<file path="src/sv/rce_fifo.sv">
// short flop-based queue between the front end and the back end
// depends on nothing but its parameters
module rce_fifo #(
    parameter int W     = 8,
    parameter int DEPTH = 4
) (
    input  logic         clk,
    input  logic         rst_n,
    input  logic         push_valid,
    output logic         push_ready,
    input  logic [W-1:0] push_data,
    output logic         pop_valid,
    input  logic         pop_ready,
    output logic [W-1:0] pop_data
);

    localparam int AW = (DEPTH > 1) ? $clog2(DEPTH) : 1;
    localparam int CW = $clog2(DEPTH + 1);

    logic [W-1:0]  mem_reg [0:DEPTH-1];
    logic [AW-1:0] wr_ptr_reg;
    logic [AW-1:0] rd_ptr_reg;
    logic [CW-1:0] count_reg;
    logic          do_push;
    logic          do_pop;

    assign push_ready = (count_reg != CW'(DEPTH));
    assign pop_valid  = (count_reg != '0);
    assign pop_data   = mem_reg[rd_ptr_reg];
    assign do_push    = push_valid && push_ready;
    assign do_pop     = pop_valid && pop_ready;

    // pointers and fill count
    always_ff @(posedge clk or negedge rst_n)
    begin
        if (!rst_n)
        begin
            wr_ptr_reg <= '0;
            rd_ptr_reg <= '0;
            count_reg  <= '0;
        end
        else
        begin
            if (do_push)
            begin
                wr_ptr_reg <= (wr_ptr_reg == AW'(DEPTH-1)) ? '0 : wr_ptr_reg + 1'b1;
            end
            if (do_pop)
            begin
                rd_ptr_reg <= (rd_ptr_reg == AW'(DEPTH-1)) ? '0 : rd_ptr_reg + 1'b1;
            end
            if (do_push && !do_pop)
            begin
                count_reg <= count_reg + 1'b1;
            end
            else if (do_pop && !do_push)
            begin
                count_reg <= count_reg - 1'b1;
            end
        end
    end

    // storage
    always_ff @(posedge clk)
    begin
        if (do_push)
        begin
            mem_reg[wr_ptr_reg] <= push_data;
        end
    end

endmodule

</file>
<file path="config.mk">
export PLATFORM = sky130hd
export DESIGN_NAME = rce_fifo
export DESIGN_NICKNAME = d
export VERILOG_FILES = /design/src/sv/rce_fifo.sv
export SDC_FILE = /design/constraint.sdc
export NUM_CORES = 1
export LEC_CHECK = 0
export BUFFER_PORTS_ARGS = -buffer_cell sky130_fd_sc_hd__buf_2
export CORE_AREA = 2 2 75 77
export CTS_BUF_LIST = sky130_fd_sc_hd__clkbuf_4
export CTS_CLUSTER_SIZE = 8
export DETAILED_ROUTE_END_ITERATION = 16
export DIE_AREA = 0 0 77 79
export SLEW_MARGIN = 25
export SYNTH_ARGS = -nofsm -noshare
export SYNTH_HDL_FRONTEND = slang
export SYNTH_SLANG_ARGS = --single-unit
export TNS_END_PERCENT = 100
</file>
<file path="constraint.sdc">
create_clock -name clk -period 3.03 [get_ports clk]
set_input_delay 0.606 -clock clk [delete_from_list [all_inputs] [get_ports clk]]
set_output_delay 0.606 -clock clk [all_outputs]
set_load 0.01 [all_outputs]
</file>
# Yosys cells after proc, flatten, opt, wreduce, memory -nomap -nowiden
# Memory sizes are Yosys's and may differ from the RTL's.
# Cells that the tools add are included.
[totals]
ff_bits = 7
latch_bits = 0
ram_bits = 32
mem_bits_ro = 0
in_bits = 12
out_inout_bits = 10
wordCells = 25
n_memories = 1
[mem_list]
columns = ["memory", "words", "width", "rd", "rd_clocked_by_memory_dff", "write_ports", "line_no", "rtl"]
rows = [
  ["mem_reg", 4, 8, 1, 0, 1, "20", "logic [W-1:0] mem_reg [0:DEPTH-1];"],
]
[classes]
add_sub_neg = 4
n_mul = 0
div = 0
n_lt_le_gt_ge = 0
eq_ne = 3
n_shift = 0
mux = 6
bitwise_logic = 0
n_reduce_logical = 8
[op_table]
columns = ["cell", "count"]
rows = [
  ["$mux W3", 2],
  ["$add A2 B1 Y2 const B", 2],
  ["$eq A2 B2 Y1 const B", 2],
  ["$logic_and A1 B1 Y1", 4],
  ["$mux W2", 2],
  ["$add A3 B1 Y3 const B", 1],
  ["$ne A3 B3 Y1 const B", 1],
  ["$reduce_bool A3 Y1", 1],
  ["$sub A3 B1 Y3 const B", 1],
  ["$logic_not A1 Y1", 2],
  ["$mux W1", 2],
  ["$reduce_bool A2 Y1", 1],
]

# Depth between registers and ports, before layout
[logic_depth]
word_depth = 6
mapped_depth = 8
ltp_nobuf = 8

# Least setup slack after synthesis
# OpenSTA, ideal clock, no wires.
[synth_timing]
path_type = "register -> register"
start = "reg count_reg[2]"
end = "reg count_reg[2]"
setup_ns = 0.079
arrival_ns = 1.885
t_required_ns = 2.951
path_slack_ns = 1.065
path_stages_with_launch = 9
n_path_buf = 0
period_less_slack_ns = 1.965
cell_sequence = "dfrtp_1 > or3_4 > nand2_4 > ha_1 > inv_1 > fa_1 > xor2_1 > nor2_1 > xor2_1"
[synth_via]
elab_chain_len = 5
word_cells_on_any_way = 13
classes_between = "add/sub: 2; eq/ne: 1; mux: 2; reduce/logical: 8"
[synth_lines]
columns = ["item", "line_no", "rtl"]
rows = [
  ["start: declaration", "23", "logic [CW-1:0] count_reg;"],
  ["start signal: assignment", "54", "count_reg <= count_reg + 1'b1;"],
  ["start signal: assignment", "58", "count_reg <= count_reg - 1'b1;"],
  ["$reduce_bool A3 Y1 *", "28", "assign pop_valid = (count_reg != '0);"],
  ["via pop_valid", "12", "output logic pop_valid,"],
  ["$logic_and A1 B1 Y1 *", "31", "assign do_pop = pop_valid && pop_ready;"],
  ["$logic_not A1 Y1", "52", "if (do_push && !do_pop)"],
  ["$logic_and A1 B1 Y1", "52", ""],
  ["$mux W3 / $reduce_bool A2 Y1 (equally long branches)", "--", ""],
]
# Mark *: on every way through the listed nets, which the timed path passes. The rest lies on a longest branch. The select of a mux whose other input is x is not followed.
# A chain may end at the register's enable or synchronous reset.

# Final worst setup path
[layout_timing]
start = "reg rd_ptr_reg[0]"
end = "out pop_data[6]"
[layout_via]
elab_chain_len = 1
[layout_lines]
columns = ["item", "line_no", "rtl"]
rows = [
  ["start: declaration", "22", "logic [AW-1:0] rd_ptr_reg;"],
  ["start signal: assignment", "50", "rd_ptr_reg <= (rd_ptr_reg == AW'(DEPTH-1)) ? '0 : rd_ptr_reg + 1'b1;"],
  ["$mem_v2 Z4 W8", "--", ""],
  ["end: declaration", "14", "output logic [W-1:0] pop_data"],
]
# No other way between the ends.

==> results.json <==
{
  "grt_start_max_net_pins": 12,
  "crit_arrival_ps": 1800,
  "route.detailed.drc": 0,
  "layout.nets": 124,
  "largest_reg_flops": 32,
  "start_util": 0.300,
  "syn_area_per_cell_um2": 20.2,
  "path_cells": "mux4_2 > buf_2",
  "insertion_delay_ps": 320,
  "ios": 22,
  "grt_first_pass_wirelength_um": 4060,
  "cts_max_path_buffers": 2,
  "die_w_um": 77,
  "rsz0062_at_grt": "false",
  "synthCells": 79,
  "setup_viol": 0,
  "crit_family": "flip-flops",
  "fp.coreArea_um2": 5340,
  "reg2reg_from": "count_reg[2]",
  "area_delta_synth_final_pct": 15.3,
  "ys_warn_count": 0,
  "cts_tree": "yes",
  "critPathBufInv": 1,
  "yosys.area.top_type": "edfxtp_1",
  "irDropWorstVdd_v": 0.000381,
  "dieArea_um2": 6080,
  "numCtsBuffers": 5,
  "p_per_area_nw_per_um2": 900,
  "setup_tns_ps": 0,
  "leakage_nw": 0.681,
  "cts_resized": 0,
  "required_ps": 2420,
  "io_buffers": 21,
  "htreeDepth": 2,
  "period_minus_slack_ps": 2400,
  "die_h_um": 79,
  "cp-start-kind": "flip-flop",
  "min_path_type": "input pin to async pin",
  "cts_setup_buffers": 0,
  "drtPass1Iterations": 4,
  "synthDistinctLibCells": 18,
  "wirelength_um": 2460,
  "max_freq_mhz": 416,
  "routed-via-count": 763,
  "first_global_vias": 847,
  "dpl.hpwl_um": 1790,
  "cp-end-kind": "output pin",
  "critPathLaunch": "rd_ptr_reg[0]",
  "cp_max_fo": 11,
  "n_antenna_cell": 0,
  "synth_seq_cells": 39,
  "clk_pin_slew_ps": 110,
  "finalClockSkew_ps": 4.24,
  "status": "completed",
  "drt_iter0_markers": 40,
  "row_count": 27,
  "ys_top_cells_by_area": "edfxtp_1 60%, mux4_2 11%, dfrtp_1 11%",
  "clock_sinks": 39,
  "syn_area_um2": 1600,
  "track_usage": 0.0887,
  "clock-root-buffer": "clkbuf_4",
  "criticalPathCategory": "flip-flop to output pin",
  "slowest_delay_ps": 740,
  "cp_slowest_cell": "dfrtp_1",
  "finalMaxSlewViolations": 0,
  "finalPower_mw": 1.66,
  "tightest_slew_ps": 606,
  "grt.overflow.total": 0,
  "drive_above_1_share": 0.425,
  "maxCapViolCount": 0,
  "viasPerCell": 4.29,
  "hold_buffers": 0,
  "antenna_found_initial": 0,
  "period_share": 0.793,
  "synth_top_area_frac": 0.601,
  "fillCellCount": 533,
  "synth_seq_area_share": 0.710,
  "max_slew_margin": 0.596,
  "ant_nets": 0,
  "wl_per_cell_um": 13.8,
  "synth.net_count": 98,
  "routabilityCongestion": 0.687,
  "hold_viol_final": 0
}
[final timing paths]
kind | endpoint | slack (ps) | depth (start not counted)
worst max-delay path | pop_data[6] | 630 | 2
worst min-delay path | count_reg[2] | 100 | 1
worst max register to register | count_reg[2] | 940 | 8
worst min register to register | count_reg[2] | 550 | 1
max in group asynchronous | rd_ptr_reg[1] | 2770 | 1
min in group clk | mem_reg[0][0] | 490 | 1
[per-stage QoR]
step | area [µm²] | worst slack (ps) | util | hold WS [ps] | cells
floorplan | 1600 | 1070 | - | 310 | 79
global placement | 1790 | 912 | 0.335 | 446 | 170
detailed placement | 1790 | 814 | 0.335 | 452 | 170
CTS | 1840 | 565 | 0.345 | 82.5 | 178
global route | 1840 | 489 | 0.345 | 72.4 | 178
finish | 1840 | 627 | 0.345 | 95.2 | 178
[final cells by class]
cell class / count / area, µm² / area share
Inverter: 3 / 11.3 / 0.00611
Sequential cell: 39 / 1140 / 0.616
Tap cell: 72 / 90.1 / 0.0489
Timing Repair Buffer: 21 / 105 / 0.0570
Clock inverter: 1 / 5.00 / 0.00272
Clock buffer: 7 / 52.6 / 0.0285
Multi-Input combinational cell: 35 / 443 / 0.240
[Yosys cell counts]
cell type  instances
edfxtp_1          32
mux4_2             8
dfrtp_1            7
ha_1               6
and2_1             4
nor2_1             4
inv_1              3
mux2_2             3
mux2_4             2
xor2_1             2
a21boi_2           1
buf_2              1
clkbuf_1           1
fa_1               1
nand2_1            1
nand2_4            1
or3_4              1
xnor2_1            1
[cell usage in the layout, fill, tap and decap left out, drive strengths merged]
| cell | synthesis | layout |
|---|---|---|
| a21boi | 1 | 1 |
| and2 | 4 | 4 |
| buf | 1 | 21 |
| clkbuf | 1 | 7 |
| clkinv | 0 | 1 |
| dfrtp | 7 | 7 |
| edfxtp | 32 | 32 |
| fa | 1 | 1 |
| ha | 6 | 6 |
| inv | 3 | 3 |
| mux2 | 5 | 5 |
| mux4 | 8 | 8 |
| nand2 | 2 | 2 |
| nor2 | 4 | 4 |
| or3 | 1 | 1 |
| xnor2 | 1 | 1 |
| xor2 | 2 | 2 |
[where the power goes]
group | switching (mW) | internal, mW
clock network | 0.153 | 0.109
logic | 0.244 | 0.303
registers | 0.125 | 0.725
[cell families after synthesis]
logic type | after synthesis | synth area share
buffers and inverters | 5 | 0.0125
multiplexers | 13 | 0.153
AO/OA/AOI/OAI | 1 | 0.00704
AND/OR/NAND/NOR | 11 | 0.0415
adder cells (fa/ha/maj) | 7 | 0.0595
flip-flops | 39 | 0.710
XOR/XNOR | 3 | 0.0164
[layer usage]
metal	track usage	part of all wire
met4	0.0214	0.0053
met1	0.106	0.45
met5	0	0
met2	0.153	0.49
met3	0.0330	0.054
(Power assumes the default switching activity.)
