--- src/sv/rce_pkg.sv ---
// shared constants and types for the ray/circle edge point core
// no dependencies; used by rce_front, rce_back, the top and the testbench
package rce_pkg;

    localparam int COORD_BITS  = 12;
    localparam int FRAC_BITS   = 16;
    localparam int RADIUS_BITS = 10;
    localparam int OUT_BITS    = 14;
    localparam int QUEUE_DEPTH = 4;

    // classification of one item by its direction vector
    typedef enum logic [1:0] {
        KIND_NONE = 2'd0,
        KIND_VERT = 2'd1,
        KIND_GEN  = 2'd2
    } kind_t;

endpackage

--- src/sv/rce_front.sv ---
// front end: input register, direction vector and item classification
// depends on rce_pkg
module rce_front #(
    parameter int COORD_BITS = rce_pkg::COORD_BITS
) (
    input  logic                                clk,
    input  logic                                rst_n,
    input  logic                                s_tvalid,
    output logic                                s_tready,
    // center_x, center_y, radius, cursor_x, cursor_y, zero pad
    input  logic [((4*COORD_BITS+rce_pkg::RADIUS_BITS+7)/8)*8-1:0] s_tdata,
    output logic                                push_valid,
    input  logic                                push_ready,
    output logic [4*COORD_BITS+rce_pkg::RADIUS_BITS+3:0] push_data
);

    localparam int CB     = COORD_BITS;
    localparam int RB     = rce_pkg::RADIUS_BITS;
    localparam int ITEM_W = 4*CB + RB + 4;

    logic [CB-1:0]      cx;
    logic [CB-1:0]      cy;
    logic [RB-1:0]      rad;
    logic [CB-1:0]      ux;
    logic [CB-1:0]      uy;
    logic signed [CB:0] dx;
    logic signed [CB:0] dy;
    rce_pkg::kind_t     kind;
    logic [ITEM_W-1:0]  item_next;
    logic [ITEM_W-1:0]  item_reg;
    logic               vld_reg;

    // field unpack
    assign cx  = s_tdata[CB-1:0];
    assign cy  = s_tdata[2*CB-1:CB];
    assign rad = s_tdata[2*CB+RB-1:2*CB];
    assign ux  = s_tdata[3*CB+RB-1:2*CB+RB];
    assign uy  = s_tdata[4*CB+RB-1:3*CB+RB];

    // direction vector and classification
    always_comb
    begin
        dx = $signed({1'b0, ux}) - $signed({1'b0, cx});
        dy = $signed({1'b0, uy}) - $signed({1'b0, cy});
        if (dx == '0 && dy == '0)
        begin
            kind = rce_pkg::KIND_NONE;
        end
        else if (dx == '0)
        begin
            kind = rce_pkg::KIND_VERT;
        end
        else
        begin
            kind = rce_pkg::KIND_GEN;
        end
        item_next = {kind, dy, dx, rad, cy, cx};
    end

    // one register stage, refilled as soon as the queue takes it
    assign s_tready   = !vld_reg || push_ready;
    assign push_valid = vld_reg;
    assign push_data  = item_reg;

    always_ff @(posedge clk or negedge rst_n)
    begin
        if (!rst_n)
        begin
            vld_reg <= 1'b0;
        end
        else if (s_tready)
        begin
            vld_reg <= s_tvalid;
        end
    end

    always_ff @(posedge clk)
    begin
        if (s_tready && s_tvalid)
        begin
            item_reg <= item_next;
        end
    end

endmodule

--- config.mk ---
export PLATFORM = sky130hd
export DESIGN_NAME = rce_front
export DESIGN_NICKNAME = d
export VERILOG_FILES = /design/src/sv/rce_pkg.sv /design/src/sv/rce_front.sv
export SDC_FILE = /design/constraint.sdc
export NUM_CORES = 1
export LEC_CHECK = 0
export ABC_AREA = 1
export BUFFER_PORTS_ARGS = -buffer_cell sky130_fd_sc_hd__buf_2
export CAP_MARGIN = 5
export CELL_PAD_IN_SITES_DETAIL_PLACEMENT = 1
export CELL_PAD_IN_SITES_GLOBAL_PLACEMENT = 1
export CORE_ASPECT_RATIO = 0.6
export CORE_MARGIN = 3
export CORE_UTILIZATION = 34
export CTS_BUF_LIST = sky130_fd_sc_hd__clkbuf_2 sky130_fd_sc_hd__clkbuf_4 sky130_fd_sc_hd__clkbuf_8
export DETAILED_ROUTE_END_ITERATION = 10
export PLACE_DENSITY = 0.86
export SLEW_MARGIN = 10
export SYNTH_ARGS = -nofsm -noshare
export SYNTH_HDL_FRONTEND = slang
export SYNTH_SLANG_ARGS = --single-unit
--- constraint.sdc ---
create_clock -name clk -period 3.64 [get_ports clk]
set_input_delay 0.182 -clock clk [delete_from_list [all_inputs] [get_ports clk]]
set_output_delay 0.182 -clock clk [all_outputs]
set_load 0.01 [all_outputs]
# Word level (Yosys, flattened, before mapping)
# Index checks and enable logic that the tools add are counted.
[totals]
regBits = 63
in_bits = 68
out_inout_bits = 64
wordCells = 12
[op_classes]
addsub = 2
mux = 1
n_reduce_logical = 6
[ops]
columns = ["cell", "count"]
rows = [
  ["13-bit zero test", 2],
  ["12-bit by 12-bit subtractor with 13-bit output", 2],
  ["1-bit logical AND", 2],
  ["2-bit 2-to-1 mux", 1],
  ["1-bit zero test", 1],
  ["1-bit logical OR", 1],
]

# Logic depth before layout (Yosys ltp)
# Gate-level depths: netlist of run 1.
[logic_depth]
word_depth = 3
depth_mapped = 15
ltp_nobuf = 15

# Least setup slack after synthesis of run 1
# Ideal clock, no wire load.
[synth_path]
kind = "register -> register"
start = "reg vld_reg, in the netlist push_valid"
end = "reg item_reg[0], in the netlist push_data[0] (enable)"
setup_ns = 0.502
arrival_ns = 3.471
required_time_ns = 3.138
path_slack_ns = -0.334
path_stages_with_launch = 2
n_path_buf = 0
period_less_slack_ns = 3.974
path_cell_list = "dfrtp_1 a21oi_1"
[synth_between]
elab_chain_cells = 3
[synth_rtl]
columns = ["element", "line_no", "text"]
rows = [
  ["from (decl)", "rce_front.sv:31", "logic vld_reg;"],
  ["from (signal assigned)", "rce_front.sv:73", "vld_reg <= s_tvalid;"],
  ["1-bit zero test", "rce_front.sv:61", "assign s_tready = !vld_reg || push_ready;"],
  ["1-bit logical OR", "rce_front.sv:61", ""],
  ["1-bit logical AND", "rce_front.sv:79", "if (s_tready && s_tvalid)"],
  ["to (signal assigned)", "rce_front.sv:81", "item_reg <= item_next;"],
  ["to (decl)", "rce_front.sv:30", "logic [ITEM_W-1:0] item_reg;"],
]
# No other way between the ends.
# A chain may end at the register's enable or synchronous reset.

# Final worst setup path of run 1
[layout_path]
start = "in s_tdata[12] in the netlist's numbering"
end = "reg item_reg[60], in the netlist push_data[60] (data pin)"
[layout_between]
elab_chain_cells = 3
[layout_rtl]
columns = ["element", "line_no", "text"]
rows = [
  ["from (decl)", "rce_front.sv:11", "input logic [((4*COORD_BITS+rce_pkg::RADIUS_BITS+7)/8)*8-1:0] s_tdata,"],
  ["12-bit by 12-bit subtractor with 13-bit output", "rce_front.sv:44", "dy = $signed({1'b0, uy}) - $signed({1'b0, cy});"],
  ["13-bit zero test", "rce_front.sv:45", "if (dx == '0 && dy == '0)"],
  ["1-bit logical AND", "rce_front.sv:45", ""],
]
# No other way between the ends.

==> flow_summary.toml, run 1 <==
[outcome]
status = "finished, final reports clean"

[yosys]
netlist.area_leader.share = 0.5183
synth_top_cell_by_area = "edfxtp_1"
yosysUniqueCellTypes = 21
syn_avg_cell_area_um2 = 8.740
syn_nets = 505
synth_area_leaders = "edfxtp_1 (52%), nand2_1 (13%), inv_1 (10%), ha_1 (8.4%), nand3_1 (4.2%)"
yosys_warnings = 0
netlist_area_mm2 = 0.003592
syn_inst = 411
synth_seq_cells = 63
seq_area_frac_synth = 0.5253

[place]
placed_cell_area_mm2 = 0.004418
io_buffers = 125
place_inst = 672
globalplace.congestion = 0.8517
dp_hpwl_um = 8964

[route]
vias = 3206
ant_nets = 0
drt_wl_total_um = 10950
dr.pass1.iters = 4
detailedRoute.firstIterationViolations = 132
viasPerCell = 4.593
drc = 0
avgRoutedWirePerCell_um = 15.68

[setup_path]
path_max_fanout = 3
end_kind = "flop"
crit_family = "simple AND/OR/NAND/NOR gates"
worstReg2RegStart = "push_valid$_DFFE_PN0N_"
cp.buffers_inverters = 2
timing.rr.end = "push_data[52]$_DFFE_PP_"
slowest_delay_ns = 0.42
cp-startpoint = "s_tdata[12]"
worstSetupPathType = "primary input to flop"
start_kind = "primary input"
ff2ff_setup_slack_ns = 1.77
worstPathCellList = "buf_2 > ha_1 > fa_1 > inv_1 > nand3_1 > nand2_1 > nand2_1 > nand2_1 > nand3_1 > nor2_1 > nand3_1 > nor2_1 > nor2_1"
reg2regPathDepth = 2
cp.arrival_ns = 2.09
critPathRequiredTime_ns = 3.74
crit_path_top_delay_cell = "fa_1"

[sta]
fin_tns_setup_ns = 0
period_needed_ns = 1.981
setup_viol = 0
min_period_over_period = 0.5443
rsz0062_at_grt = "no"
skew_ns = 0.007006
finalHoldViolations = 0
max_freq_ghz = 0.5047
tightest_slew_ns = 1.001
slew_headroom = 0.3310
slew_viol_final = 0

[final_layout]
finalInstanceArea_mm2 = 0.004711
insertedDiodeCount = 0
layout.nets = 652
syn2layout_area_growth_pct = 31.14
final_cells = 698
utilization = 0.4669
seqCellArea_mm2 = 0.001887
drive_gt1_frac = 0.2824
multi_input_area_mm2 = 0.001349
num-fill-cells = 1261

[global_routing]
grt_overflow = 0
grt_max_degree = 35
grt_pass1_vias = 3354
grt_pass1_wl_um = 17450
grt_usage = 0.1879
antenna_found_initial = 1

[power_and_ir_drop]
ir_drop_mv = 0.2318
p_leak_nw = 2.468
p_per_area_mw_per_mm2 = 414.2

[die]
fp.dieArea_mm2 = 0.01188
die_h_um = 85.62
io_pins = 132
num_rows = 28
start_util = 0.3560
die_x_um = 138.7
core_area_mm2 = 0.01009

[job]
max_cap_viol_count = 0

[cts]
clock-sinks = 63
cts_max_level = 3
cts_buffer_depth = 2
cts_buffers = 9
cts_tree = "built"
postCtsSetupRepairBufs = 0
cts-root-buf = "clkbuf_8"
path_clk_slew_ns = 0.07
clk_latency_ns = 0.35

[worst_hold_path]
hold_end = "push_data[25]$_DFFE_PP_"
min_from = "s_tdata[25]"
min_path_type = "primary input to flop"
whs_path_depth = 1
cell usage after synthesis:
cell	n
a21o_1	1
a21oi_1	10
a31oi_1	1
dfrtp_1	1
edfxtp_1	62
fa_1	2
ha_1	24
inv_1	97
inv_2	1
nand2_1	125
nand2_2	8
nand3_1	30
nand3b_1	5
nand4_1	8
nand4_2	1
nor2_1	23
nor2_2	5
nor3_1	3
o21ai_0	1
or2_4	1
xnor2_1	2
stage by stage:
| step | power (mW) | hold slack, ns | setup slack [ns] |
|---|---|---|---|
| 3_5_place_dp | 1.339 | -0.04175 | 1.316 |
| 5_1_grt | 2.066 | 0.0004908 | 1.539 |
| 3_3_place_gp | 1.314 | -0.04379 | 1.398 |
| 4_1_cts | 1.975 | 0.002039 | 1.698 |
| 6_report | 1.951 | 0.02294 | 1.659 |
| 2_1_floorplan | 1.161 | -0.1136 | 1.056 |
how the worst max path moves through the flow:
stage / cells after the start / to
after CTS: 13 / push_data[60]$_SDFFCE_PP0P_
after global routing: 14 / push_data[60]$_SDFFCE_PP0P_
after floorplan: 1 / push_data[0]$_DFFE_PP_
final: 13 / push_data[60]$_SDFFCE_PP0P_
after detailed placement: 13 / push_data[60]$_SDFFCE_PP0P_
after global placement: 13 / push_data[60]$_SDFFCE_PP0P_
power breakdown:
part | switching, mW | internal, mW | total, mW
Clock | 0.300 | 0.322 | 0.621
Sequential | 0.0126 | 0.866 | 0.878
Combinational | 0.286 | 0.166 | 0.452
registers in the layout, summed over array words and instances, names as in the netlist:
signal and flops:
push_data 62, push_valid 1
cell families after synthesis:
logic type | share of synthesized area
buf+inv | 0.1024
xor+xnor | 0.004877
compound gates | 0.01916
fa+ha+maj | 0.09474
flops | 0.5253
simple gates | 0.2536
layer usage:
layer	up-vias	GRT usage	part of all wire
met5	-	0	0.0012
met4	2	0.04796	0.0078
met3	10	0.05125	0.062
met2	99	0.2788	0.43
met1	1499	0.2736	0.50
li1	1596	-	-
area by class of cell:
type                       count  share of cell area
clock inverter                 6             0.01301
inverter                      98             0.07809
clock buffer                  10             0.02789
sequential                    63              0.4005
tap                          135             0.03586
multi-input combinational    250              0.2863
timing repair buffer         136              0.1583
worst reg2reg max path, delay by kind of cell, from the launching register on:
kind	cells	cell delay [ns]
AOI/OAI and AO/OA	1	0.80
buffers and inverters	1	0.31
DFF	1	0.42
cell usage in the layout, fill, tap and decap left out, types with 2 or more instances in the layout:
cell / netlist / final
ha_1: 24 / 24
clkinv_2: 0 / 3
nor3_1: 3 / 3
inv_1: 97 / 97
nand3b_1: 5 / 5
nand2_2: 8 / 8
xnor2_1: 2 / 2
edfxtp_1: 62 / 62
buf_2: 0 / 125
a21oi_1: 10 / 9
nor2_2: 5 / 5
clkbuf_8: 0 / 9
nand4_1: 8 / 8
nor2_1: 23 / 23
nand3_1: 30 / 30
dlygate4sd3_1: 0 / 10
fa_1: 2 / 2
nand2_1: 125 / 125
what timing repair did:
action	4_1_cts	5_1_grt
hold endpoints to repair	10	0
hold buffers	10	0
resized for setup	0	0
(Power assumes the default switching activity.)
==> run 2, diff against run 1 <==
CORE_UTILIZATION = 37   (was 34)
PLACE_DENSITY = 0.89   (was 0.86)
clock period = 1.93 ns   (was 3.64 ns; I/O delays follow)
==> run 2 against run 1 <==
Core utilization up 8.5 points. Worst hold slack better by 0.061 ns. First-iteration DRC count up 27%. Global-route usage up 2.6 points. Via count up 7.0%. Non-clock buffer count up 42. Clock power up 110%. Wire length up 7.3%. Register-to-register slack worse by 1.2 ns. Critical endpoint unchanged. Highest routed layer is now met4.
==> flow_summary.toml, run 2 (same netlist as run 1, synthesis figures left out) <==
[outcome]
status = "finished, final reports clean"

[final_layout]
syn2layout_area_growth_pct = 43.23
drive_gt1_frac = 0.2992
num-fill-cells = 1168
finalInstanceArea_mm2 = 0.005145
layout_common_cells = "nand2_1 (125), buf_2 (125), inv_1 (97)"
seqCellArea_mm2 = 0.001888
layout.nets = 694
multi_input_area_mm2 = 0.001374
utilization = 0.5518
insertedDiodeCount = 0
largest_reg_flops = 62

[power_and_ir_drop]
total_power_mw = 3.976
switching_share = 0.2927
seq_power_share = 0.418
pwr-share-comb = 0.247
p_leak_nw = 2.665
switching_power_mw = 1.164
internal-power_mw = 2.812
p_per_area_mw_per_mm2 = 772.7
ir_drop_mv = 0.3599
power_frac_clock = 0.335

[worst_hold_path]
min_path_type = "primary input to asynchronous set/reset pin"

[place]
globalplace.congestion = 0.8697
dp_hpwl_um = 8866
io_buffers = 125
placed_cell_area_mm2 = 0.004526

[route]
viasPerCell = 4.665
drt_wl_total_um = 11750
ant_nets = 0
vias = 3429
dr.pass1.iters = 4
drc = 0
avgRoutedWirePerCell_um = 15.98
detailedRoute.firstIterationViolations = 168

[sta]
finalHoldViolations = 0
slew_headroom = 0.7611
fin_hold_ws_ns = 0.08443
rsz0062_at_grt = "no"
min_period_over_period = 0.9046
max_freq_ghz = 0.5728
setup_viol = 0
tightest_slew_ns = 0.3583
skew_ns = 0.01118
period_needed_ns = 1.746
slew_viol_final = 0

[die]
io_pins = 132
core_area_mm2 = 0.009324
die_x_um = 133.2
num_rows = 27
die_h_um = 82.32
fp.dieArea_mm2 = 0.01097
start_util = 0.3853

[setup_path]
path_max_fanout = 3
cp.arrival_ns = 1.85
end_kind = "flop"
critPathRequiredTime_ns = 2.04
start_kind = "primary input"
worstSetupPathType = "primary input to flop"

[global_routing]
antenna_found_initial = 0
grt_overflow = 0
grt_pass1_wl_um = 18320
grt_usage = 0.2141
grt_max_degree = 63
grt_pass1_vias = 3643

[cts]
clock-sinks = 63
cts_tree = "built"
cts-root-buf = "clkbuf_8"
cts_buffers = 9
cts_buffer_depth = 2
path_clk_slew_ns = 0.08
clk_latency_ns = 0.34
cts_max_level = 3

[job]
max_cap_viol_count = 0
-- run 2: changes by cell type in the layout (fill, tap and decap cells not counted), moves of 2 or more --
cell,previous run,this run
a21oi_2,0,2
clkinv_2,3,1
dlygate4sd3_1,10,36
buf_4,0,16
a21oi_1,9,7
-- run 2: timing repair --
item                                   4_1_cts  5_1_grt
gates resized for setup                      0        6
setup buffers                                0        1
hold buffers                                36        0
endpoints found under the hold margin       36        0
setup endpoints to repair                    0        2
-- run 2: worst max-delay path: stages --
cell and delay [ns]:
dlygate4sd3_1 0.53, buf_2 0.11, inv_1 0.04, ha_1 0.33
a31oi_1 0.18, o21ai_0 0.13, a21oi_2 0.24, nor2_2 0.07
nand2_2 0.08, nor2_1 0.04
-- run 2: worst paths after layout --
kind / start / to / slack [ns] / depth (start not counted)
max in group asynchronous: rst_n / push_valid$_DFFE_PN0N_ / 1.75 / 2
worst min register to register: push_valid$_DFFE_PN0N_ / push_valid$_DFFE_PN0N_ / 0.63 / 2
min in group clk: push_ready / push_valid$_DFFE_PN0N_ / 0.11 / 4
worst max register to register: push_valid$_DFFE_PN0N_ / push_data[47]$_DFFE_PP_ / 0.61 / 2
worst max-delay path: s_tdata[11] / push_data[60]$_SDFFCE_PP0P_ / 0.18 / 10
worst min-delay path: rst_n / push_valid$_DFFE_PN0N_ / 0.08 / 2
-- run 2: layout make-up --
type | instances | area share
Clock buffer | 11 | 0.02821
Tap cell | 130 | 0.03161
Clock inverter | 5 | 0.01581
Inverter | 98 | 0.07150
Timing Repair Buffer | 178 | 0.2189
Multi-Input combinational cell | 250 | 0.2670
Sequential cell | 63 | 0.3670
-- run 2: power groups by stage --
| stage | combinational [mW] | sequential [mW] | clock [mW] |
|---|---|---|---|
| 2_1_floorplan | 0.449 | 1.74 | 0 |
| 3_3_place_gp | 0.851 | 1.68 | 0 |
| 3_5_place_dp | 0.896 | 1.69 | 0 |
| 4_1_cts | 0.959 | 1.66 | 1.36 |
| 5_1_grt | 1.09 | 1.67 | 1.43 |
| 6_report | 0.982 | 1.66 | 1.33 |
-- run 2: layer usage --
metal | part of all wire | wire [µm] | track usage
met5 | 0 | 0 | 0
met4 | 0.0068 | 80 | 0.04723
met3 | 0.064 | 749 | 0.04903
met2 | 0.45 | 5258 | 0.3456
met1 | 0.48 | 5661 | 0.2979
-- run 2: per-stage QoR --
step / setup WS (ns) / cells / setup TNS [ns]
5_1_grt: 0.04142 / 735 / 0
2_1_floorplan: 0.008164 / 411 / 0
4_1_cts: 0.07847 / 734 / 0
6_report: 0.1841 / 735 / 0
3_3_place_gp: -0.06259 / 682 / -0.1042
3_5_place_dp: -0.2105 / 682 / -0.3402
